===== config.mk =====
export PLATFORM = sky130hd
export DESIGN_NAME = ipr_ctrl
export DESIGN_NICKNAME = d
export VERILOG_FILES = /design/src/ipr_pkg.sv /design/src/ipr_ctrl.sv
export SDC_FILE = /design/constraint.sdc
export NUM_CORES = 1
export LEC_CHECK = 0
export BUFFER_PORTS_ARGS = -buffer_cell sky130_fd_sc_hd__buf_2
export CAP_MARGIN = 20
export CORE_AREA = 5 5 92 94
export CTS_BUF_LIST = sky130_fd_sc_hd__clkbuf_4
export DETAILED_ROUTE_END_ITERATION = 8
export DIE_AREA = 0 0 97 99
export GPL_ROUTABILITY_DRIVEN = 1
export HOLD_SLACK_MARGIN = 0.15
export PLACE_DENSITY_LB_ADDON = 0.3
export SYNTH_ARGS = -nofsm -noshare
export SYNTH_HDL_FRONTEND = slang
export SYNTH_SLANG_ARGS = --single-unit

===== constraint.sdc =====
create_clock -name clk -period 5.2 [get_ports clk]
set_input_delay 1.3 -clock clk [delete_from_list [all_inputs] [get_ports clk]]
set_output_delay 1.3 -clock clk [all_outputs]
set_load 0.02 [all_outputs]

===== src/ipr_pkg.sv =====
package ipr_pkg;

    localparam int MAX_WIDTH_DEF = 1024;
    localparam int MAX_SCALE_DEF = 64;
    localparam int HEIGHT_LIMIT  = 4096;

    localparam int SCALE_W    = 7;
    localparam int SRC_W_W    = 11;
    localparam int SRC_H_W    = 13;
    localparam int ROW_W      = 12;
    localparam int WIDE_W     = 17;
    localparam int CFG_IDX_W  = 2;
    localparam int CFG_DATA_W = 13;
    localparam int PIX_W      = 24;

    localparam logic [CFG_IDX_W-1:0] REG_SCALE  = 2'd0;
    localparam logic [CFG_IDX_W-1:0] REG_WIDTH  = 2'd1;
    localparam logic [CFG_IDX_W-1:0] REG_HEIGHT = 2'd2;

    typedef struct packed {
        logic       mode;
        logic [7:0] blue_in;
        logic [7:0] green_in;
        logic [7:0] red_in;
    } in_item_t;

    typedef struct packed {
        logic [7:0] blue_out;
        logic [7:0] green_out;
        logic [7:0] red_out;
        logic       row_done;
        logic [1:0] pad_bytes;
        logic       frame_done;
        logic       run_last;
        logic       phase_error;
    } out_item_t;

    // one accepted item, as handed from the control stage to the emitter
    typedef struct packed {
        logic               err;
        logic               use_mem;
        logic               row_end;
        logic               frame_end;
        logic [1:0]         pad;
        logic [SCALE_W-1:0] count;
        logic [PIX_W-1:0]   pix;
    } job_t;

endpackage


===== src/ipr_ctrl.sv =====
module ipr_ctrl #(
    parameter int MAX_WIDTH = ipr_pkg::MAX_WIDTH_DEF,
    parameter int MAX_SCALE = ipr_pkg::MAX_SCALE_DEF,
    parameter int AW        = 10,
    parameter int RW        = 6
) (
    input  logic                          clk,
    input  logic                          rst_n,
    input  logic                          in_valid,
    output logic                          in_stall,
    input  ipr_pkg::in_item_t             in_data,
    input  logic [ipr_pkg::SCALE_W-1:0]   scale_cfg,
    input  logic [ipr_pkg::SRC_W_W-1:0]   width_cfg,
    input  logic [ipr_pkg::SRC_H_W-1:0]   height_cfg,
    input  logic                          a_move,
    output logic                          a_valid,
    output ipr_pkg::job_t                 a_job,
    output logic                          mem_wr,
    output logic                          mem_rd,
    output logic [AW-1:0]                 mem_addr,
    output logic [ipr_pkg::PIX_W-1:0]     mem_wdata
);

    localparam logic [ipr_pkg::SCALE_W-1:0] SCALE_CAP = ipr_pkg::SCALE_W'(MAX_SCALE);
    localparam logic [ipr_pkg::WIDE_W-1:0]  WIDTH_CAP = ipr_pkg::WIDE_W'(MAX_WIDTH);
    localparam logic [ipr_pkg::SRC_H_W-1:0] HEIGHT_CAP =
        ipr_pkg::SRC_H_W'(ipr_pkg::HEIGHT_LIMIT);

    logic [AW-1:0]               col_reg, col_next;
    logic [RW-1:0]               rep_reg, rep_next;
    logic [ipr_pkg::ROW_W-1:0]   row_reg, row_next;
    logic                        phase_reg, phase_next;
    logic                        a_valid_reg, a_valid_next;
    ipr_pkg::job_t               a_job_reg, a_job_next;

    logic [ipr_pkg::SCALE_W-1:0] s;
    logic [ipr_pkg::WIDE_W-1:0]  w;
    logic [ipr_pkg::WIDE_W-1:0]  width_ext;
    logic [ipr_pkg::SRC_H_W-1:0] h;
    logic                        in_xfer;
    logic                        err;
    logic                        end_col;
    logic                        last_rep;
    logic                        last_row;

    assign width_ext = ipr_pkg::WIDE_W'(width_cfg);

    always_comb
    begin
        if (scale_cfg == '0)
            s = ipr_pkg::SCALE_W'(1);
        else if (scale_cfg > SCALE_CAP)
            s = SCALE_CAP;
        else
            s = scale_cfg;

        if (width_ext == '0)
            w = ipr_pkg::WIDE_W'(1);
        else if (width_ext > WIDTH_CAP)
            w = WIDTH_CAP;
        else
            w = width_ext;

        if (height_cfg == '0)
            h = ipr_pkg::SRC_H_W'(1);
        else if (height_cfg > HEIGHT_CAP)
            h = HEIGHT_CAP;
        else
            h = height_cfg;
    end

    assign in_stall = a_valid_reg && !a_move;
    assign in_xfer  = in_valid && !in_stall;
    assign err      = in_data.mode != phase_reg;

    assign end_col  = (ipr_pkg::WIDE_W'(col_reg) + ipr_pkg::WIDE_W'(1)) >= w;
    assign last_rep = (ipr_pkg::SCALE_W'(rep_reg) + ipr_pkg::SCALE_W'(1)) >= s;
    assign last_row = (ipr_pkg::SRC_H_W'(row_reg) + ipr_pkg::SRC_H_W'(1)) >= h;

    // one item per cycle at most, so a read never meets a write to the same entry
    assign mem_addr  = col_reg;
    assign mem_wdata = {in_data.red_in, in_data.green_in, in_data.blue_in};
    assign mem_wr    = in_xfer && !err && !in_data.mode;
    assign mem_rd    = in_xfer && !err && in_data.mode;

    always_comb
    begin
        col_next     = col_reg;
        rep_next     = rep_reg;
        row_next     = row_reg;
        phase_next   = phase_reg;
        a_valid_next = a_valid_reg;
        a_job_next   = a_job_reg;

        if (a_move)
        begin
            a_valid_next = 1'b0;
        end

        if (in_xfer)
        begin
            a_valid_next = 1'b1;
            if (err)
            begin
                a_job_next       = '0;
                a_job_next.err   = 1'b1;
                a_job_next.count = ipr_pkg::SCALE_W'(1);
            end
            else
            begin
                a_job_next.err       = 1'b0;
                a_job_next.use_mem   = in_data.mode;
                a_job_next.row_end   = end_col && last_rep;
                a_job_next.frame_end = end_col && last_rep && last_row;
                a_job_next.pad       = 2'(w[1:0] * s[1:0]);
                a_job_next.count     = s;
                a_job_next.pix       = mem_wdata;

                if (end_col)
                begin
                    col_next = '0;
                    if (last_rep)
                    begin
                        rep_next   = '0;
                        phase_next = 1'b0;
                        row_next   = last_row ? '0 : row_reg + ipr_pkg::ROW_W'(1);
                    end
                    else
                    begin
                        rep_next   = rep_reg + RW'(1);
                        phase_next = 1'b1;
                    end
                end
                else
                begin
                    col_next = col_reg + AW'(1);
                end
            end
        end
    end

    always_ff @(posedge clk or negedge rst_n)
    begin
        if (!rst_n)
        begin
            col_reg     <= '0;
            rep_reg     <= '0;
            row_reg     <= '0;
            phase_reg   <= 1'b0;
            a_valid_reg <= 1'b0;
        end
        else
        begin
            col_reg     <= col_next;
            rep_reg     <= rep_next;
            row_reg     <= row_next;
            phase_reg   <= phase_next;
            a_valid_reg <= a_valid_next;
        end
    end

    always_ff @(posedge clk)
    begin
        a_job_reg <= a_job_next;
    end

    assign a_valid = a_valid_reg;
    assign a_job   = a_job_reg;

endmodule


== Word level (Yosys, flattened, before mapping) ==
Index checks and enable logic that the tools add are counted.

* Output and inout port bits: 75
* Register bits after elaboration: 67
* Input bits: 60
* Logic and storage cells: 58

* Multiplexer cells: 13
* Multipliers: 1
* $add $sub $neg: 6
* Reduce and logical (&&, ||, !) cells: 18
* Bitwise logic cells: 1
* Equal/unequal tests: 1
* Order comparisons: 6

{| class="wikitable"
|+ Operators by type and width
! operator !! number
|-
| $mux 37 || 1
|-
| $mux 13 || 2
|-
| $mux 11 || 2
|-
| $ge 11x17->1 || 1
|-
| $logic_not 17->1 || 1
|-
| $mux 7 || 2
|-
| $add 12x1->13 const B || 1
|-
| $ge 13x13->1 || 1
|-
| $gt 13x13->1 const B || 1
|-
| $logic_not 13->1 || 1
|-
| $add 12x1->12 const B || 1
|-
| $mux 12 || 1
|-
| $add 10x1->11 const B || 1
|-
| $gt 11x11->1 const B || 1
|-
| $add 10x1->10 const B || 1
|-
| $mux 10 || 1
|-
| $add 6x1->7 const B || 1
|-
| $ge 7x7->1 || 1
|-
| $gt 7x7->1 const B || 1
|-
| $logic_and 1x1->1 || 7
|-
| $logic_not 7->1 || 1
|-
| $add 6x1->6 const B || 1
|-
| $mux 6 || 1
|-
| $logic_not 1->1 || 4
|-
| 8 further kinds || 10
|}

== Logic depth before layout (Yosys ltp) ==
* Word-level depth: 7
* Depth in mapped cells: 16
* Gate-level depth less buffers: 14

== Worst setup path before layout ==
OpenSTA, ideal clock, no wires.

* Path kind: input to register
* From: input width_cfg[4] (netlist bit)
* To: register a_job_reg (netlist bit a_job[33]), data pin
* Slack: 1639 ps
* Arrival: 3307 ps
* Data required time: 4945 ps
* Buffers on the path: 0
* Stages on the path: 11
* Setup time: 255 ps
* Path through: nor4_1 nand3_1 o21ai_0 nand2_1 ha_1 a21oi_1 a21boi_1 a2111oi_4 a21oi_1 and3_1 and2_1

* Word-level cells in the longest chain between the ends: 6
* Elaborated cells on any way between the ends: 7
* Classes of those cells: order compare: 2; mux: 2; reduce/logical: 3

{| class="wikitable"
|+ Ends and longest elaborated chain
! element !! RTL line !! source
|-
| from (decl) || ipr_ctrl.sv:13 || <nowiki>input logic [ipr_pkg::SRC_W_W-1:0] width_cfg,</nowiki>
|-
| $gt 11x11->1 || ipr_ctrl.sv:59 || <nowiki>else if (width_ext > WIDTH_CAP)</nowiki>
|-
| $mux 11 || ipr_ctrl.sv:59 ||
|-
| $mux 11 (*) || ipr_ctrl.sv:57 || <nowiki>if (width_ext == '0)</nowiki>
|-
| $ge 11x17->1 (*) || ipr_ctrl.sv:76 || <nowiki>assign end_col = (ipr_pkg::WIDE_W'(col_reg) + ipr_pkg::WIDE_W'(1)) >= w;</nowiki>
|-
| $logic_and 1x1->1 (*) (2 in a row) || ipr_ctrl.sv:114 || <nowiki>a_job_next.frame_end = end_col && last_rep && last_row;</nowiki>
|-
| to (signal assigned) || ipr_ctrl.sv:164 || <nowiki>a_job_reg <= a_job_next;</nowiki>
|-
| to (decl) || ipr_ctrl.sv:34 || <nowiki>ipr_pkg::job_t a_job_reg, a_job_next;</nowiki>
|}

Every way passes the cells marked *; elsewhere a longest branch is shown, timed or not.
A chain may end at the register's enable or synchronous reset.

== Final worst setup path ==
* From: input width_cfg[4] (netlist bit)
* To: register row_reg[0] (netlist bit)

* Word-level cells in the longest chain between the ends: 5
* Elaborated cells on any way between the ends: 6
* Classes of those cells: order compare: 2; mux: 2; reduce/logical: 2

{| class="wikitable"
|+ Ends and longest elaborated chain
! element !! RTL line !! source
|-
| $gt 11x11->1 || ipr_ctrl.sv:59 ||
|-
| $mux 11 || ipr_ctrl.sv:59 ||
|-
| $mux 11 (*) || ipr_ctrl.sv:57 ||
|-
| $ge 11x17->1 (*) || ipr_ctrl.sv:76 ||
|-
| $reduce_and 4->1 (no line) (*) || -- ||
|-
| to (signal assigned) || ipr_ctrl.sv:156 || <nowiki>row_reg <= row_next;</nowiki>
|-
| to (decl) || ipr_ctrl.sv:31 || <nowiki>logic [ipr_pkg::ROW_W-1:0] row_reg, row_next;</nowiki>
|}

Marked as above.

==> impl_metrics.py <==
metrics = {
    "yosys": {
        "synth_edf_count": 37,
        "yosysUniqueCellTypes": 51,
        "avgSynthCellArea_um2": 10.23,
        "synth_top_area_cell": "edfxtp_1",
        "synthTopCellsByArea": "edfxtp_1 (27%), dfrtp_1 (18%), ha_1 (10%)",
        "synth_flop_cell": "edfxtp_1",
        "synth_area_mm2": 0.004153,
        "synth_cells": 406,
        "seq_area_frac_synth_pct": 44.83,
        "postSynth.asyncResetShare_pct": 44.78,
        "synth_top_cell_area_share_pct": 26.76,
        "ys_seq_elements": 67,
        "synth_nets": 500,
        "yosysWarnings": 0,
    },
    "setup_path": {
        "r2r_end": "row_reg[0]$_DFFE_PN0P_",
        "cp-end-kind": "flop",
        "critPathRequiredTime_ns": 5.51,
        "crit_arrival_ns": 4.32,
        "crit_fanout": 13,
        "reg2reg_depth": 11,
        "crit_type": "input port to flop",
        "start_kind": "input port",
        "timing.rr.start": "mem_addr[0]$_DFFE_PN0P_",
        "rrSetupSlack_ns": 1.65,
    },
    "final_layout": {
        "area_growth_pct": 17.69,
        "postLayoutCoreUtil_pct": 64.58,
        "drive_above_1_share_pct": 31.93,
        "mostFrequentLayoutCell": "buf_2",
        "nNetsFinal": 612,
        "final_cell_mix": "buf_2 (134), nand2_1 (51), edfxtp_1 (37)",
        "largest_reg_flops": 37,
        "diodes": 0,
    },
    "clock_network": {
        "clkSlewWorstSetupHoldPaths_ns": 0.12,
        "cts_setup_buffers": 0,
        "clk_latency_ns": 0.42,
        "cts_tree": "yes",
        "cts_sinks": 67,
        "cts-htree-levels": 3,
        "cts_resized": 0,
        "numCtsBuffers": 9,
        "ctsHoldBuffers": 0,
        "ctsLongestPathBuffers": 2,
        "ctsRootBufferMaster": "clkbuf_4",
    },
    "sta": {
        "hold_ws_ns": 0.5345,
        "hold_viol_final": 0,
        "tightest_slew_ns": 0.9071,
        "rsz0062_at_grt": "no",
        "max_clock_freq_ghz": 0.2496,
        "setup_tns_ns": 0,
        "maxSlewHeadroom_pct": 39.41,
        "setup_viol_count_final": 0,
        "slew_viol_final": 0,
        "finalCritPeriodShare_pct": 77.04,
        "fin_worst_skew_ns": 0.01953,
        "period_minus_slack_ns": 4.006,
    },
    "route": {
        "drt_iter0_markers": 118,
        "vias": 3341,
        "routed_wl_mm": 9.280,
        "drc": 0,
        "vias_per_cell": 5.346,
        "ant_nets": 0,
        "first_pass_iters": 4,
        "wl_per_cell_um": 14.85,
    },
    "hold_path": {
        "hold_class": "flop to flop",
        "min_to": "rep_reg[5]$_DFFE_PN0P_",
        "min_from": "rep_reg[5]$_DFFE_PN0P_",
        "min_path_cells": 2,
    },
    "grt": {
        "grt_pass1_wl_mm": 15.77,
        "grt_pass1_vias": 3352,
        "grt_use_total_pct": 19.92,
        "gr-total-overflow": 0,
        "grt_max_degree": 33,
        "antenna_found_initial": 0,
    },
    "die": {
        "design.die.area_mm2": 0.009603,
        "start_util_pct": 54.88,
        "ioPinCount": 135,
        "coreArea_mm2": 0.007567,
        "die_y_um": 99,
        "core.rowCount": 32,
        "die_x_um": 97,
    },
    "pwr": {
        "irDropWorstVdd_mv": 0.1344,
        "finalPower_mw": 1.658,
        "powerDensity_mw_per_mm2": 339.3,
        "p_leak_nw": 2.404,
    },
    "placement": {
        "gp_congestion": 0.8787,
        "dpl.hpwl_mm": 7.262,
        "port_buffers": 134,
    },
    "outcome": {
        "outcome": "finished clean",
    },
    "run": {
        "maxCapViolations": 0,
    },
}
[cell families after synthesis]
logic type	share of synthesized area, %
simple gates	20.37
fa+ha+maj	10.24
flops	44.83
mux	0.2711
xor+xnor	5.936
buf+inv	6.929
compound gates	11.42
[power by group]
part	total (mW)	internal [mW]	switching, mW
logic	0.539	0.215	0.324
clock network	0.400	0.199	0.201
registers	0.719	0.654	0.0648
total	1.66	1.07	0.590
[worst max-delay path by stage]
| stage | from | to | slack [ns] |
|---|---|---|---|
| floorplan | width_cfg[4] | a_job[33]$_SDFFCE_PP0P_ | 1.64 |
| global placement | width_cfg[4] | row_reg[0]$_DFFE_PN0P_ | 0.96 |
| detailed placement | width_cfg[4] | row_reg[0]$_DFFE_PN0P_ | 0.87 |
| CTS | width_cfg[4] | row_reg[0]$_DFFE_PN0P_ | 1.30 |
| global route | width_cfg[4] | row_reg[0]$_DFFE_PN0P_ | 1.01 |
| finish | width_cfg[4] | row_reg[0]$_DFFE_PN0P_ | 1.19 |
[metal layers]
metal	wire length (um)	global-route usage (%)
met1	3845	25.03
met2	4567	33.28
met3	724	4.600
met4	142	8.099
met5	0	0
[through the flow]
stage	instance area (um^2)	setup slack (ns)	cells
after floorplan	4153	1.639	406
after global placement	4720	0.9647	609
after detailed placement	4720	0.8712	609
after CTS	4887	1.304	625
after global routing	4887	1.007	625
final	4887	1.194	625
[worst max-delay path, stage by stage]
cell and delay, ns:
buf_2 0.10, nor4_1 0.28, nand3_1 0.14, o21ai_0 0.25, nand2_1 0.10, ha_1 0.32, nand4_1 0.13, nor2_1 0.13
a21oi_1 0.12, a211oi_2 0.80, nand2_2 0.28, mux2_2 0.36
[cell type report]
type,count,area (um^2)
inverter,11,41.29
clock inverter,7,100.1
multi-input combinational,293,2003
fill,601,2680
timing repair buffer,136,685.7
tap,102,127.6
clock buffer,9,67.56
sequential,67,1862
[cell usage after synthesis (2+ instances only)]
cell type	instances
o31ai_1	2
o21ai_0	16
dfrtp_1	30
nand2_1	51
nand2b_1	11
a31oi_1	2
edfxtp_1	37
a22o_1	10
o21ai_1	5
buf_2	2
nor2b_1	2
nand4_1	2
nor2_1	22
nand3_2	3
and3_1	16
inv_1	9
ha_1	34
xor2_1	11
a211oi_2	2
buf_4	24
clkbuf_1	6
o211ai_1	5
a21oi_1	10
a21o_1	5
nor4_1	3
and2_1	26
nor3_1	5
nand3_1	17
xnor2_1	14
buf_6	3
Power figures use the tool's default switching activity.
