===== config.mk =====
export PLATFORM = sky130hd
export DESIGN_NAME = ipr_emit
export DESIGN_NICKNAME = d
export VERILOG_FILES = /design/src/ipr_pkg.sv /design/src/ipr_emit.sv
export SDC_FILE = /design/constraint.sdc
export NUM_CORES = 1
export LEC_CHECK = 0
export BUFFER_PORTS_ARGS = -buffer_cell sky130_fd_sc_hd__buf_4
export CORE_ASPECT_RATIO = 0.9
export CORE_UTILIZATION = 47
export DETAILED_ROUTE_END_ITERATION = 10
export PLACE_DENSITY = 0.8
export RECOVER_POWER = 25
export SYNTH_ARGS = -nofsm -noshare
export SYNTH_HDL_FRONTEND = slang
export SYNTH_SLANG_ARGS = --single-unit

===== constraint.sdc =====
create_clock -name clk -period 3.33 [get_ports clk]
set_input_delay 0.4995 -clock clk [delete_from_list [all_inputs] [get_ports clk]]
set_output_delay 0.4995 -clock clk [all_outputs]
set_load 0.01 [all_outputs]

===== src/ipr_pkg.sv =====
package ipr_pkg;

    localparam int MAX_WIDTH_DEF = 1024;
    localparam int MAX_SCALE_DEF = 64;
    localparam int HEIGHT_LIMIT  = 4096;

    localparam int SCALE_W    = 7;
    localparam int SRC_W_W    = 11;
    localparam int SRC_H_W    = 13;
    localparam int ROW_W      = 12;
    localparam int WIDE_W     = 17;
    localparam int CFG_IDX_W  = 2;
    localparam int CFG_DATA_W = 13;
    localparam int PIX_W      = 24;

    localparam logic [CFG_IDX_W-1:0] REG_SCALE  = 2'd0;
    localparam logic [CFG_IDX_W-1:0] REG_WIDTH  = 2'd1;
    localparam logic [CFG_IDX_W-1:0] REG_HEIGHT = 2'd2;

    typedef struct packed {
        logic       mode;
        logic [7:0] blue_in;
        logic [7:0] green_in;
        logic [7:0] red_in;
    } in_item_t;

    typedef struct packed {
        logic [7:0] blue_out;
        logic [7:0] green_out;
        logic [7:0] red_out;
        logic       row_done;
        logic [1:0] pad_bytes;
        logic       frame_done;
        logic       run_last;
        logic       phase_error;
    } out_item_t;

    // one accepted item, as handed from the control stage to the emitter
    typedef struct packed {
        logic               err;
        logic               use_mem;
        logic               row_end;
        logic               frame_end;
        logic [1:0]         pad;
        logic [SCALE_W-1:0] count;
        logic [PIX_W-1:0]   pix;
    } job_t;

endpackage


===== src/ipr_emit.sv =====
module ipr_emit #(
    parameter int MAX_SCALE = ipr_pkg::MAX_SCALE_DEF
) (
    input  logic                      clk,
    input  logic                      rst_n,
    input  logic                      a_valid,
    input  ipr_pkg::job_t             a_job,
    input  logic [ipr_pkg::PIX_W-1:0] rd_data,
    output logic                      a_move,
    output logic                      out_valid,
    input  logic                      out_stall,
    output ipr_pkg::out_item_t        out_data
);

    logic                        e_valid_reg, e_valid_next;
    ipr_pkg::job_t               e_job_reg, e_job_next;
    logic [ipr_pkg::SCALE_W-1:0] cnt_reg, cnt_next;
    logic                        last;
    logic                        e_take;

    assign last   = cnt_reg == '0;
    assign e_take = !e_valid_reg || (last && !out_stall);
    assign a_move = a_valid && e_take;

    always_comb
    begin
        e_valid_next = e_valid_reg;
        e_job_next   = e_job_reg;
        cnt_next     = cnt_reg;

        if (e_take)
        begin
            e_valid_next = a_valid;
            if (a_valid)
            begin
                e_job_next = a_job;
                // stored pixel arrives from the line store in the cycle after the read
                if (a_job.use_mem)
                begin
                    e_job_next.pix = rd_data;
                end
                cnt_next = a_job.count - ipr_pkg::SCALE_W'(1);
            end
        end
        else if (!out_stall)
        begin
            cnt_next = cnt_reg - ipr_pkg::SCALE_W'(1);
        end
    end

    always_ff @(posedge clk or negedge rst_n)
    begin
        if (!rst_n)
        begin
            e_valid_reg <= 1'b0;
            cnt_reg     <= '0;
        end
        else
        begin
            e_valid_reg <= e_valid_next;
            cnt_reg     <= cnt_next;
        end
    end

    always_ff @(posedge clk)
    begin
        e_job_reg <= e_job_next;
    end

    assign out_valid            = e_valid_reg;
    assign out_data.blue_out    = e_job_reg.pix[7:0];
    assign out_data.green_out   = e_job_reg.pix[15:8];
    assign out_data.red_out     = e_job_reg.pix[23:16];
    assign out_data.row_done    = last && e_job_reg.row_end;
    assign out_data.pad_bytes   = (last && e_job_reg.row_end) ? e_job_reg.pad : 2'b00;
    assign out_data.frame_done  = last && e_job_reg.frame_end;
    assign out_data.run_last    = last;
    assign out_data.phase_error = e_job_reg.err;

    assert property (@(posedge clk) disable iff (!rst_n)
        e_valid_reg |-> cnt_reg < ipr_pkg::SCALE_W'(MAX_SCALE))
        else $error("copy count beyond scale limit");

    assert property (@(posedge clk) disable iff (!rst_n)
        e_valid_reg && e_job_reg.err |-> last)
        else $error("phase error transfer is not a single result");

    assert property (@(posedge clk) disable iff (!rst_n)
        out_valid && out_data.frame_done |-> out_data.row_done && out_data.run_last)
        else $error("frame end without row end");

    assert property (@(posedge clk) disable iff (!rst_n)
        e_valid_reg && !out_stall && !last |=>
            e_valid_reg && cnt_reg == $past(cnt_reg) - ipr_pkg::SCALE_W'(1))
        else $error("copy run broken before its last transfer");

endmodule


# Yosys cells after proc, flatten, opt, wreduce, memory -nomap -nowiden
# Cells that the tools add are included.
[op_classes] add_sub_neg=2 n_eq_ne=2 muxes=5 n_reduce_logical=10
[op_table] op="two-way mux 24 bit" count=1
[op_table] op="two-way mux 7 bit" count=3
[op_table] op="subtractor 7 x 1 -> 7 bit, second input constant" count=2
[op_table] op="zero test 7 bit" count=1
[op_table] op="logical AND 1 bit" count=4
[op_table] op="AND reduction 2 bit" count=2
[op_table] op="zero test 1 bit" count=2
[op_table] op="two-way mux 2 bit" count=1
[op_table] op="inequality test 2 x 1 -> 1 bit, second input constant" count=1
[op_table] op="inequality test 2 bit, second input constant" count=1
[op_table] op="logical OR 1 bit" count=1
[totals] register_bits=37 input_bits=65 out_inout_bits=32 elab_cells=26

# Depth between registers and ports, before layout
# Gate-level depths: netlist (run 1).
[logic_depth] depth_word=5 depth_mapped=9 ltp_nobuf=8

# Worst setup path before layout (run 1)
# OpenSTA, ideal clock, no wires.
[synth_path] path_type="in2out" from="input out_stall" to="output a_move" arrival_ns=2.728 required_ns=2.830 setup_slack_ns=0.103 path_stages=3 path_buffers=0 cell_sequence="or4_4 o31a_1 nor3_2"
[synth_via] elab_chain_cells=4
[synth_rtl] item="from (decl)" line_no="ipr_emit.sv:11" source="input logic out_stall,"
[synth_rtl] item="zero test 1 bit"
[synth_rtl] item="logical AND 1 bit" line_no="ipr_emit.sv:22" source="assign e_take = !e_valid_reg || (last && !out_stall);"
[synth_rtl] item="logical OR 1 bit" line_no="ipr_emit.sv:22"
[synth_rtl] item="logical AND 1 bit" line_no="ipr_emit.sv:23" source="assign a_move = a_valid && e_take;"
[synth_rtl] item="to (decl)" line_no="ipr_emit.sv:9" source="output logic a_move,"
# No other way between the ends.

# Worst setup path in the final report (run 1)
[layout_path] from="register cnt_reg[4] (netlist bit)" to="output a_move"
[layout_via] elab_chain_cells=4
[layout_rtl] item="from (decl)" line_no="ipr_emit.sv:17" source="logic [ipr_pkg::SCALE_W-1:0] cnt_reg, cnt_next;"
[layout_rtl] item="from (signal assigned)" line_no="ipr_emit.sv:61" source="cnt_reg <= cnt_next;"
[layout_rtl] item="zero test 7 bit" line_no="ipr_emit.sv:21" source="assign last = cnt_reg == '0;"
[layout_rtl] item="logical AND 1 bit" line_no="ipr_emit.sv:22"
[layout_rtl] item="logical OR 1 bit" line_no="ipr_emit.sv:22"
[layout_rtl] item="logical AND 1 bit" line_no="ipr_emit.sv:23"
# No other way between the ends.

==> metrics, run 1 <==
vias in the first global route=around 1400; Die H=roughly 65 µm; Post-synth EDFFs=29; area grow syn2layout=33.6%; Buffers on Ports=96; Mapped Cells=168; commonest cells after routing, fill and taps aside=92 x buf_4, 29 x edfxtp_1, 26 x mux2_2, 10 x nand2_1; first-pass GRT wire length=about 6700 µm; Post-Route WL=4430 µm; most common cell after layout, fill and taps aside=buf_4; most area-consuming cells after synthesis=edfxtp_1 42%, mux2_2 14%, buf_4 10%; Final period util=0.798; largest net degree at the start of global routing=25; clock buffer count from CTS=5; CTS root buf=clkbuf_8; VDD IR-drop max=roughly 0.00033 V; row cnt=22; WHS=0.407 ns; Post-CTS Resized=0; Sinks on Clock Net=37; f_max=between 300 and 400 MHz; Mapped Nets=234; CP cell instances=or4_4 -> o31a_1 -> nor3_4 -> buf_4; post-CTS setup buffer count=0; Antenna Nets Post-Route=0; WP data arrival=2.16 ns; Synth Area in Simple Gates=0.115; Synth Cell Area=about 2100 µm²; Final min period=~2.7 ns; Max FO, Critical Path=7; adder-cell share of the synthesized area=0.00598; layout cells sized above 1=0.572; cts hold-fix bufs=0; ys async rst share=0.216; Power Density=536 nW/µm²; maxcap violations=0; Critical-path top delay cell=or4_4; Max Clock Skew=between 0.01 and 0.015 ns; ys flop type=edfxtp_1; number of diodes=0; outcome=complete, no violations; CTS tree=yes; count of different cell masters after synthesis=44; Slew @ Worst Pin=between 1 and 1.5 ns; critical path's largest stage delay=around 0.59 ns; Skew-Pair Late Insertion Delay=about 0.28 ns; Slew headroom=0.177; I/O pin count=97; Hold Crit Class=primary input to flop; drt first pass iters=4; # DRC=0; initial antenna violation count=0; CP Class=flop to primary output; Ys Warns=0; Synth Area in Compound Gates=0.106; Synth top area share=0.416; max reg flops=25; XOR/XNOR Fraction of Synth Area=0.00418; Post-Route Setup TNS=0 ns; Static Leak=approximately 1.2 nW; mux share of post-synthesis cell area=0.145; crit path launch type=flop; die width=72.3 µm; Vias=about 1600; main combinational cell family by area after synthesis=multiplexers; CTS H-tree depth=2; WL/cell=~15 µm; Req. time, crit path=between 2 and 3 ns; register area share after synthesis=0.512; Placer Congestion=between 0.8 and 0.9; RSZ-0062 raised after global routing=false; Final Hold Viols=0; Die ar.=between 4000 and 5000 µm²; Starting DRT DRC Count=approximately 110; GRT Overall Usage=0.191; Final Max Tran Viols=0; mean post-synth cell area=around 12 µm²; area leader, netlist=edfxtp_1; final net count=308; Starting Density=0.500; CP endpoint kind=primary output; Vias/cell=5.17; clock-pin slew on the worst setup and hold paths=roughly 0.080 ns; CTS Buffer Depth=2; DP HPWL=3480 µm; remaining global-route overflow=0; final setup vio count=0; core area=4180 µm²; Synth Register Bits=37
-- cells by family after synthesis --
family	Yosys count
AOI/OAI and AO/OA	28
xor gates and xnor gates	1
adders and majority gates	1
buffers and inverters	34
DFF	37
muxes	27
and+or+nand+nor	40
-- per-layer routing --
layer / up-vias / GRT usage / routed length [µm]
li1: 750 / - / -
met1: 742 / 0.219 / 1730
met2: 73 / 0.335 / 2380
met3: 2 / 0.0613 / 282
met4: 0 / 0.0637 / 33
met5: - / 0 / 0
-- cell type report --
type,count,area (µm²)
clock buffers,6,72.6
clock inverters,2,33.8
fillers,337,1390
inverters,1,3.75
multi-input cells,97,795
flip-flops and latches,37,1070
well taps,60,75.1
repair buffers,100,746
-- final timing paths --
path	start	end	depth (start not counted)	slack, ns
min reg2reg	cnt_reg[0]	cnt_reg[0]	1	0.55
min	a_job[33]	e_job_reg[33]	1	0.41
min in group asynchronous	rst_n	cnt_reg[4]	2	0.69
max in group asynchronous	rst_n	cnt_reg[2]	2	2.30
max reg2reg	cnt_reg[4]	cnt_reg[6]	8	0.71
max	cnt_reg[4]	a_move	4	0.67
-- where the power goes --
| part | total, mW | internal [mW] | leakage, nW | switching (mW) |
|---|---|---|---|---|
| combinational | 0.477 | 0.245 | 0.745 | 0.232 |
| clock | 0.371 | 0.221 | 0.0528 | 0.150 |
| sequential | 0.650 | 0.570 | 0.356 | 0.0796 |
| total | 1.50 | 1.04 | 1.15 | 0.462 |
-- stage by stage --
step	instances	power (mW)	worst slack, ns	utilization	instance area (µm²)
after global placement	294	1.12	0.660	0.642	2690
after floorplan	168	0.984	0.103	-	2090
final	303	1.50	0.672	0.668	2800
after CTS	302	1.50	0.665	0.668	2790
after detailed placement	294	1.13	0.625	0.642	2690
after global routing	303	1.58	0.555	0.668	2800
-- worst max-delay path: cells and delay by family, from the launching register on --
family	cells	cell delay, ns
AND/OR/NAND/NOR	2	0.84
AO/OA/AOI/OAI	1	0.41
buffers and inverters	1	0.17
flip-flops	1	0.45
-- cells in the mapped netlist (3+ instances only) --
master    count
mux2_2       26
a22oi_1       3
or3_1         3
edfxtp_1     29
clkbuf_1      4
nor2_1        4
buf_4        28
dfrtp_1       8
nor3_1        3
o21ai_0       8
nand2_1      10
No activity file was read; power rests on OpenSTA's default activity.
==> run 2: changes to the inputs <==
- CORE_UTILIZATION: 47 -> 42
- PLACE_DENSITY: 0.8 -> 0.76
- clock period: 3.33 -> 2.31 ns (I/O delays scaled with it)
==> run 2 against run 1 <==
  * The run now ends with setup timing left
  * Via count up 3.8%
  * Flip-flop and latch count is the same
  * Final cell count is 6.6% higher
  * Non-clock buffer count grew 18
  * Critical path type is now flop to flop
  * Critical endpoint is now cnt_reg[4]
  * Highest routed layer unchanged
==> metrics, run 2 (same netlist as run 1, synthesis figures left out) <==
outcome=finished, violations left; violated checks=setup timing; DP HPWL=3730 µm (+7.0%); largest net degree at the start of global routing=25 (unchanged); design area=2970 µm² (+6.2%); Sinks on Clock Net=37 (unchanged); VDD IR-drop max=0.000545 V (+65%); Vias=1626 (+3.8%); met1 usage=0.221 (+0.00206); Power Density=801 nW/µm² (+49%); Clock Power Share=0.229 (-0.019); Slew @ Worst Pin=1.31 ns (+0.0739 ns); number of diodes=0 (unchanged); f_max=approximately 430 MHz; Vias/cell=5.03 (-2.7%); drt first pass iters=4 (unchanged); layout cells sized above 1=0.617 (+0.0448); clock buffer count from CTS=5 (unchanged); Skew-Pair Late Insertion Delay=0.29 ns (about the same); critical path's largest stage delay=0.54 ns (-0.05 ns); Hold Crit Class=primary input to flop; Req. time, crit path=2.51 ns (-0.32 ns); sequential share of power=0.368 (-0.066); remaining global-route overflow=0 (unchanged); CP Class=flop to flop; met3 Track Usage GR=0.0408 (-0.0206); Post-Route WL=4760 µm (+7.4%); RSZ-0062 raised after global routing=true; CP Buf/Inv Count=0 (-1); row cnt=23 (+4.5%); first-pass GRT wire length=7110 µm (+6.4%); initial antenna violation count=0 (unchanged); CTS H-tree depth=2 (unchanged); final net count=326 (+5.8%); Max FO, Critical Path=4 (-3); Final period util=1.01; I/O pin count=97 (unchanged); Final Hold Viols=0 (unchanged); Final Max Tran Viols=0 (unchanged); Die ar.=5270 µm² (+12%); Slew headroom=0.128 (-0.0493); switch share=0.314 (+0.00558); maxcap violations=0 (unchanged); crit path launch type=flop; max reg flops=25 (unchanged); setup ws final=-0.0122 ns (-0.684 ns); Placer Congestion=0.834 (-5.8%); Starting Density=0.455 (-0.0457); most common cell after layout, fill and taps aside=buf_4; WL/cell=14.7 µm (+0.76%); Starting DRT DRC Count=91 (-19%); clock-pin slew on the worst setup and hold paths=0.07 ns (about the same); Cell Area, Placed=2830 µm² (+5.2%); met2 Use GR=0.307 (-0.0278); CTS tree=yes; WP data arrival=2.52 ns (+0.36 ns); commonest cells after routing, fill and taps aside=109 x buf_4, 29 x edfxtp_1, 26 x mux2_2, 10 x nand2_1; CTS Buffer Depth=2 (unchanged); final setup vio count=2 (+2); Max Clock Skew=0.00820 ns (-0.00333 ns); Static Leak=1.25 nW (+8.1%); Sw Pwr=0.746 mW (+62%); Antenna Nets Post-Route=0 (unchanged); Logic pwr share=0.403 (+0.085); vias in the first global route=1491 (+5.6%); CP cell instances=or4_4 -> o31ai_4 -> mux2i_1 -> ha_2 -> o211ai_2 -> or4b_1 -> o211ai_1; CTS root buf=clkbuf_8; Buffers on Ports=96 (unchanged); # DRC=0 (unchanged); CP endpoint kind=flop; Most Crowded Layer GR=met2; core area=4600 µm² (+10%); area grow syn2layout=41.9%; GRT Overall Usage=0.179 (-0.0116); WHS=0.260 ns (-0.147 ns); Die H=69.0 µm (+5.6%); Int Power=1.63 mW (+57%); Critical-path top delay cell=or4_4; Final min period=2.32 ns; die width=76.4 µm (+5.6%); CP delay by family, top=simple AND/OR/NAND/NOR gates
[run 2: cell types whose count changed in the layout (fill, tap and decap cells not counted), sizes merged]
cell,previous run,this run
clkinvlp,0,1
buf,92,110
clkbuf,13,12
[run 2: timing repair]
action,in CTS,in global routing
gates resized for setup,2,1
endpoints found under the hold margin,8,0
setup buffers,2,0
endpoints found under the setup margin,6,6
pin swaps,5,1
hold buffers,1,0
[run 2: cell type report]
class                           count  area (µm²)
Multi-Input combinational cell     97         823
Fill cell                         384        1630
Tap cell                           62        77.6
Sequential cell                    37        1070
Clock buffer                        5        68.8
Inverter                            1        3.75
Clock inverter                      3        41.3
Timing Repair Buffer              118         885
[run 2: per-stage QoR]
| stage | util | setup TNS [ns] | power [mW] | setup WS [ns] | instances |
|---|---|---|---|---|---|
| 6_report | 0.645 | -0.0217 | 2.38 | -0.0122 | 323 |
| 5_1_grt | 0.645 | -0.289 | 2.51 | -0.0951 | 323 |
| 4_1_cts | 0.645 | -0.102 | 2.38 | -0.0640 | 323 |
| 3_5_place_dp | 0.614 | -0.292 | 1.80 | -0.162 | 312 |
| 3_3_place_gp | 0.614 | -0.156 | 1.78 | -0.128 | 312 |
| 2_1_floorplan | - | -8.63 | 1.45 | -0.279 | 168 |
[run 2: path summary, 6_finish.rpt]
kind	start	endpoint	slack [ns]	depth (start not counted)
setup / recovery	cnt_reg[4]	cnt_reg[4]	-0.01	7
hold / removal	a_job[36]	out_data[0]	0.26	1
setup reg to reg	cnt_reg[4]	cnt_reg[4]	-0.01	7
hold reg to reg	cnt_reg[0]	cnt_reg[0]	0.59	2
max in group asynchronous	rst_n	cnt_reg[2]	1.40	2
min in group asynchronous	rst_n	cnt_reg[5]	0.56	2
[run 2: power by group through the flow]
stage	sequential [mW]	combinational (mW)	clock (mW)
final	0.875	0.959	0.544
after global routing	0.884	1.04	0.578
after CTS	0.874	0.944	0.563
after detailed placement	0.889	0.915	0
after global placement	0.885	0.896	0
after floorplan	0.913	0.540	0
[run 2: routing by layer]
layer	vias up	wire length, µm	part of all wire
met4	0	63	0.013
li1	790	-	-
met2	69	2510	0.53
met3	6	325	0.068
met1	761	1860	0.39
met5	-	0	0
==> run 3: changes to the inputs <==
- BUFFER_PORTS_ARGS: -buffer_cell sky130_fd_sc_hd__buf_4 -> -buffer_cell sky130_fd_sc_hd__buf_2
==> run 3 against run 2 <==
  * The run still ends with setup timing left
  * Power is 1.6% lower
  * Design area is 8.2% lower
  * Via count is 0.62% higher
  * Non-clock buffer count stayed put
  * Wire length is 6.8% lower
  * Final cell count stayed put
  * Flip-flop and latch count stayed put
  * First-iteration DRC count is 45% lower
  * Critical path depth stayed put
  * Critical endpoint unchanged
  * Largest power group unchanged
  * Highest routed layer unchanged
==> metrics, run 3 (same netlist as run 1, synthesis figures left out) <==
number of diodes=0 (unchanged); die width=76.4 µm (unchanged); VDD IR-drop max=0.000491 V (-10%); DP HPWL=3440 µm (-7.8%); first-pass GRT wire length=6730 µm (-5.2%); WL/cell=13.7 µm (-6.8%); switch share=0.320 (+0.00597); row cnt=23 (unchanged); final setup vio count=2 (unchanged); CP Class=flop to flop; # DRC=0 (unchanged); critical path's largest stage delay=0.54 ns (about the same); largest net degree at the start of global routing=25 (unchanged); sequential share of power=0.373 (+0.005); most common cell after layout, fill and taps aside=buf_2; Critical-path top delay cell=or4_4; f_max=427 MHz (-0.80%); Slew headroom=0.165 (+0.0375); Sinks on Clock Net=37 (unchanged); Final period util=1.01 (+0.00810); Req. time, crit path=2.50 ns (about the same); setup ws final=-0.0310 ns (-0.0187 ns); CP cell instances=or4_4 -> o31ai_4 -> mux2i_1 -> ha_2 -> o211ai_2 -> or4b_1 -> o211ai_1; GRT Overall Usage=0.168 (-0.0116); crit path launch type=flop; Final Max Tran Viols=0 (unchanged); commonest cells after routing, fill and taps aside=88 x buf_2, 29 x edfxtp_1, 26 x mux2_2, 21 x buf_4, 10 x nand2_1; maxcap violations=0 (unchanged); clock-pin slew on the worst setup and hold paths=0.07 ns (about the same); Starting Density=0.455 (unchanged); Max FO, Critical Path=3 (-1); post-layout util=0.592 (-0.0527); Vias=1636 (+0.62%); Power Density=858 nW/µm² (+7.1%); Buffers on Ports=96 (unchanged); CTS Buffer Depth=2 (unchanged); Logic pwr share=0.396 (-0.007); drt first pass iters=4 (unchanged); WP data arrival=2.54 ns (+0.02 ns); area grow syn2layout=30.3%; Slew @ Worst Pin=1.25 ns (-0.0562 ns); Clock Power Share=0.231 (+0.002); Die ar.=5270 µm² (unchanged); Static Leak=1.15 nW (-7.6%); max reg flops=25 (unchanged); clock buffer count from CTS=5 (unchanged); Die H=69.0 µm (unchanged); vias in the first global route=1484 (-0.47%); I/O pin count=97 (unchanged); final net count=326 (unchanged); Hold Crit Class=primary input to flop; core area=4600 µm² (unchanged); Antenna Nets Post-Route=0 (unchanged); Post-Route Setup TNS=-0.0572 ns (-0.0354 ns); Sw Pwr=0.748 mW (+0.27%); Max Clock Skew=0.00359 ns (-0.00460 ns); initial antenna violation count=0 (unchanged); Starting DRT DRC Count=50 (-45%); Final Hold Viols=0 (unchanged); Vias/cell=5.07 (+0.62%); RSZ-0062 raised after global routing=true; Reg area=1070 µm² (unchanged); # fillers=399 (+3.9%); remaining global-route overflow=0 (unchanged); CTS tree=yes; WHS=0.239 ns (-0.0209 ns); violated checks=setup timing; CP endpoint kind=flop; outcome=finished, violations left; Placer Congestion=0.846 (+1.5%); Int Power=1.59 mW (-2.5%); layout cells sized above 1=0.598 (-0.0192); Final min period=2.34 ns (+0.0187 ns); CTS root buf=clkbuf_8; Skew-Pair Late Insertion Delay=0.28 ns (about the same); Post-Route WL=4430 µm (-6.8%); multi-input logic area=827 µm² (+0.46%); CTS H-tree depth=2 (unchanged)
==> run 3: repair_timing <==
item,in CTS,in global routing
gates resized for setup,1,2
setup buffers,2,1
setup endpoints to repair,6,5
hold endpoints to repair,8,0
hold buffers,1,0
pin swaps,5,1
==> run 3: layout make-up <==
type	count	share of cell area
Clock buffer	5	0.0252
Clock inverter	3	0.0151
Inverter	1	0.00138
Multi-Input combinational cell	97	0.303
Sequential cell	37	0.393
Tap cell	62	0.0284
Timing Repair Buffer	118	0.234
==> run 3: worst max-delay path, delay by kind of cell, from the launching register on <==
kind	cells	cell delay (ns)
multiplexers	1	0.22
adder cells (fa/ha/maj)	1	0.23
flip-flops	1	0.38
AND/OR/NAND/NOR	2	1.01
AO/OA/AOI/OAI	3	0.41
==> run 3: path summary, 6_finish.rpt <==
path | start | to | slack, ns | depth (start not counted)
worst max register to register | cnt_reg[4] | cnt_reg[4] | -0.03 | 7
min in group asynchronous | rst_n | cnt_reg[5] | 0.54 | 2
worst min register to register | cnt_reg[1] | cnt_reg[1] | 0.58 | 3
worst min-delay path | a_job[33] | e_job_reg[33] | 0.24 | 1
max in group asynchronous | rst_n | out_valid | 1.43 | 2
worst max-delay path | cnt_reg[4] | cnt_reg[4] | -0.03 | 7
==> run 3: per-layer routing <==
| metal | share of wire | up-vias | track usage |
|---|---|---|---|
| li1 | - | 792 | - |
| met1 | 0.43 | 760 | 0.217 |
| met2 | 0.50 | 82 | 0.282 |
| met3 | 0.065 | 2 | 0.0421 |
| met4 | 0.0061 | 0 | 0.0505 |
| met5 | 0 | - | 0 |
==> run 3: power groups by stage <==
stage | sequential (mW) | combinational (mW) | clock, mW
floorplan | 0.913 | 0.540 | 0
global placement | 0.882 | 0.845 | 0
detailed placement | 0.886 | 0.864 | 0
CTS | 0.873 | 0.900 | 0.561
global route | 0.884 | 1.01 | 0.585
finish | 0.872 | 0.928 | 0.541
==> run 3: per-stage QoR <==
stage          area (µm²)  std cells  power, mW  worst slack (ns)
2_1_floorplan        2120        168       1.45            -0.279
3_3_place_gp         2580        311       1.73            -0.117
3_5_place_dp         2580        311       1.75            -0.184
4_1_cts              2720        322       2.33           -0.0694
5_1_grt              2730        323       2.48            -0.123
6_report             2730        323       2.34           -0.0310
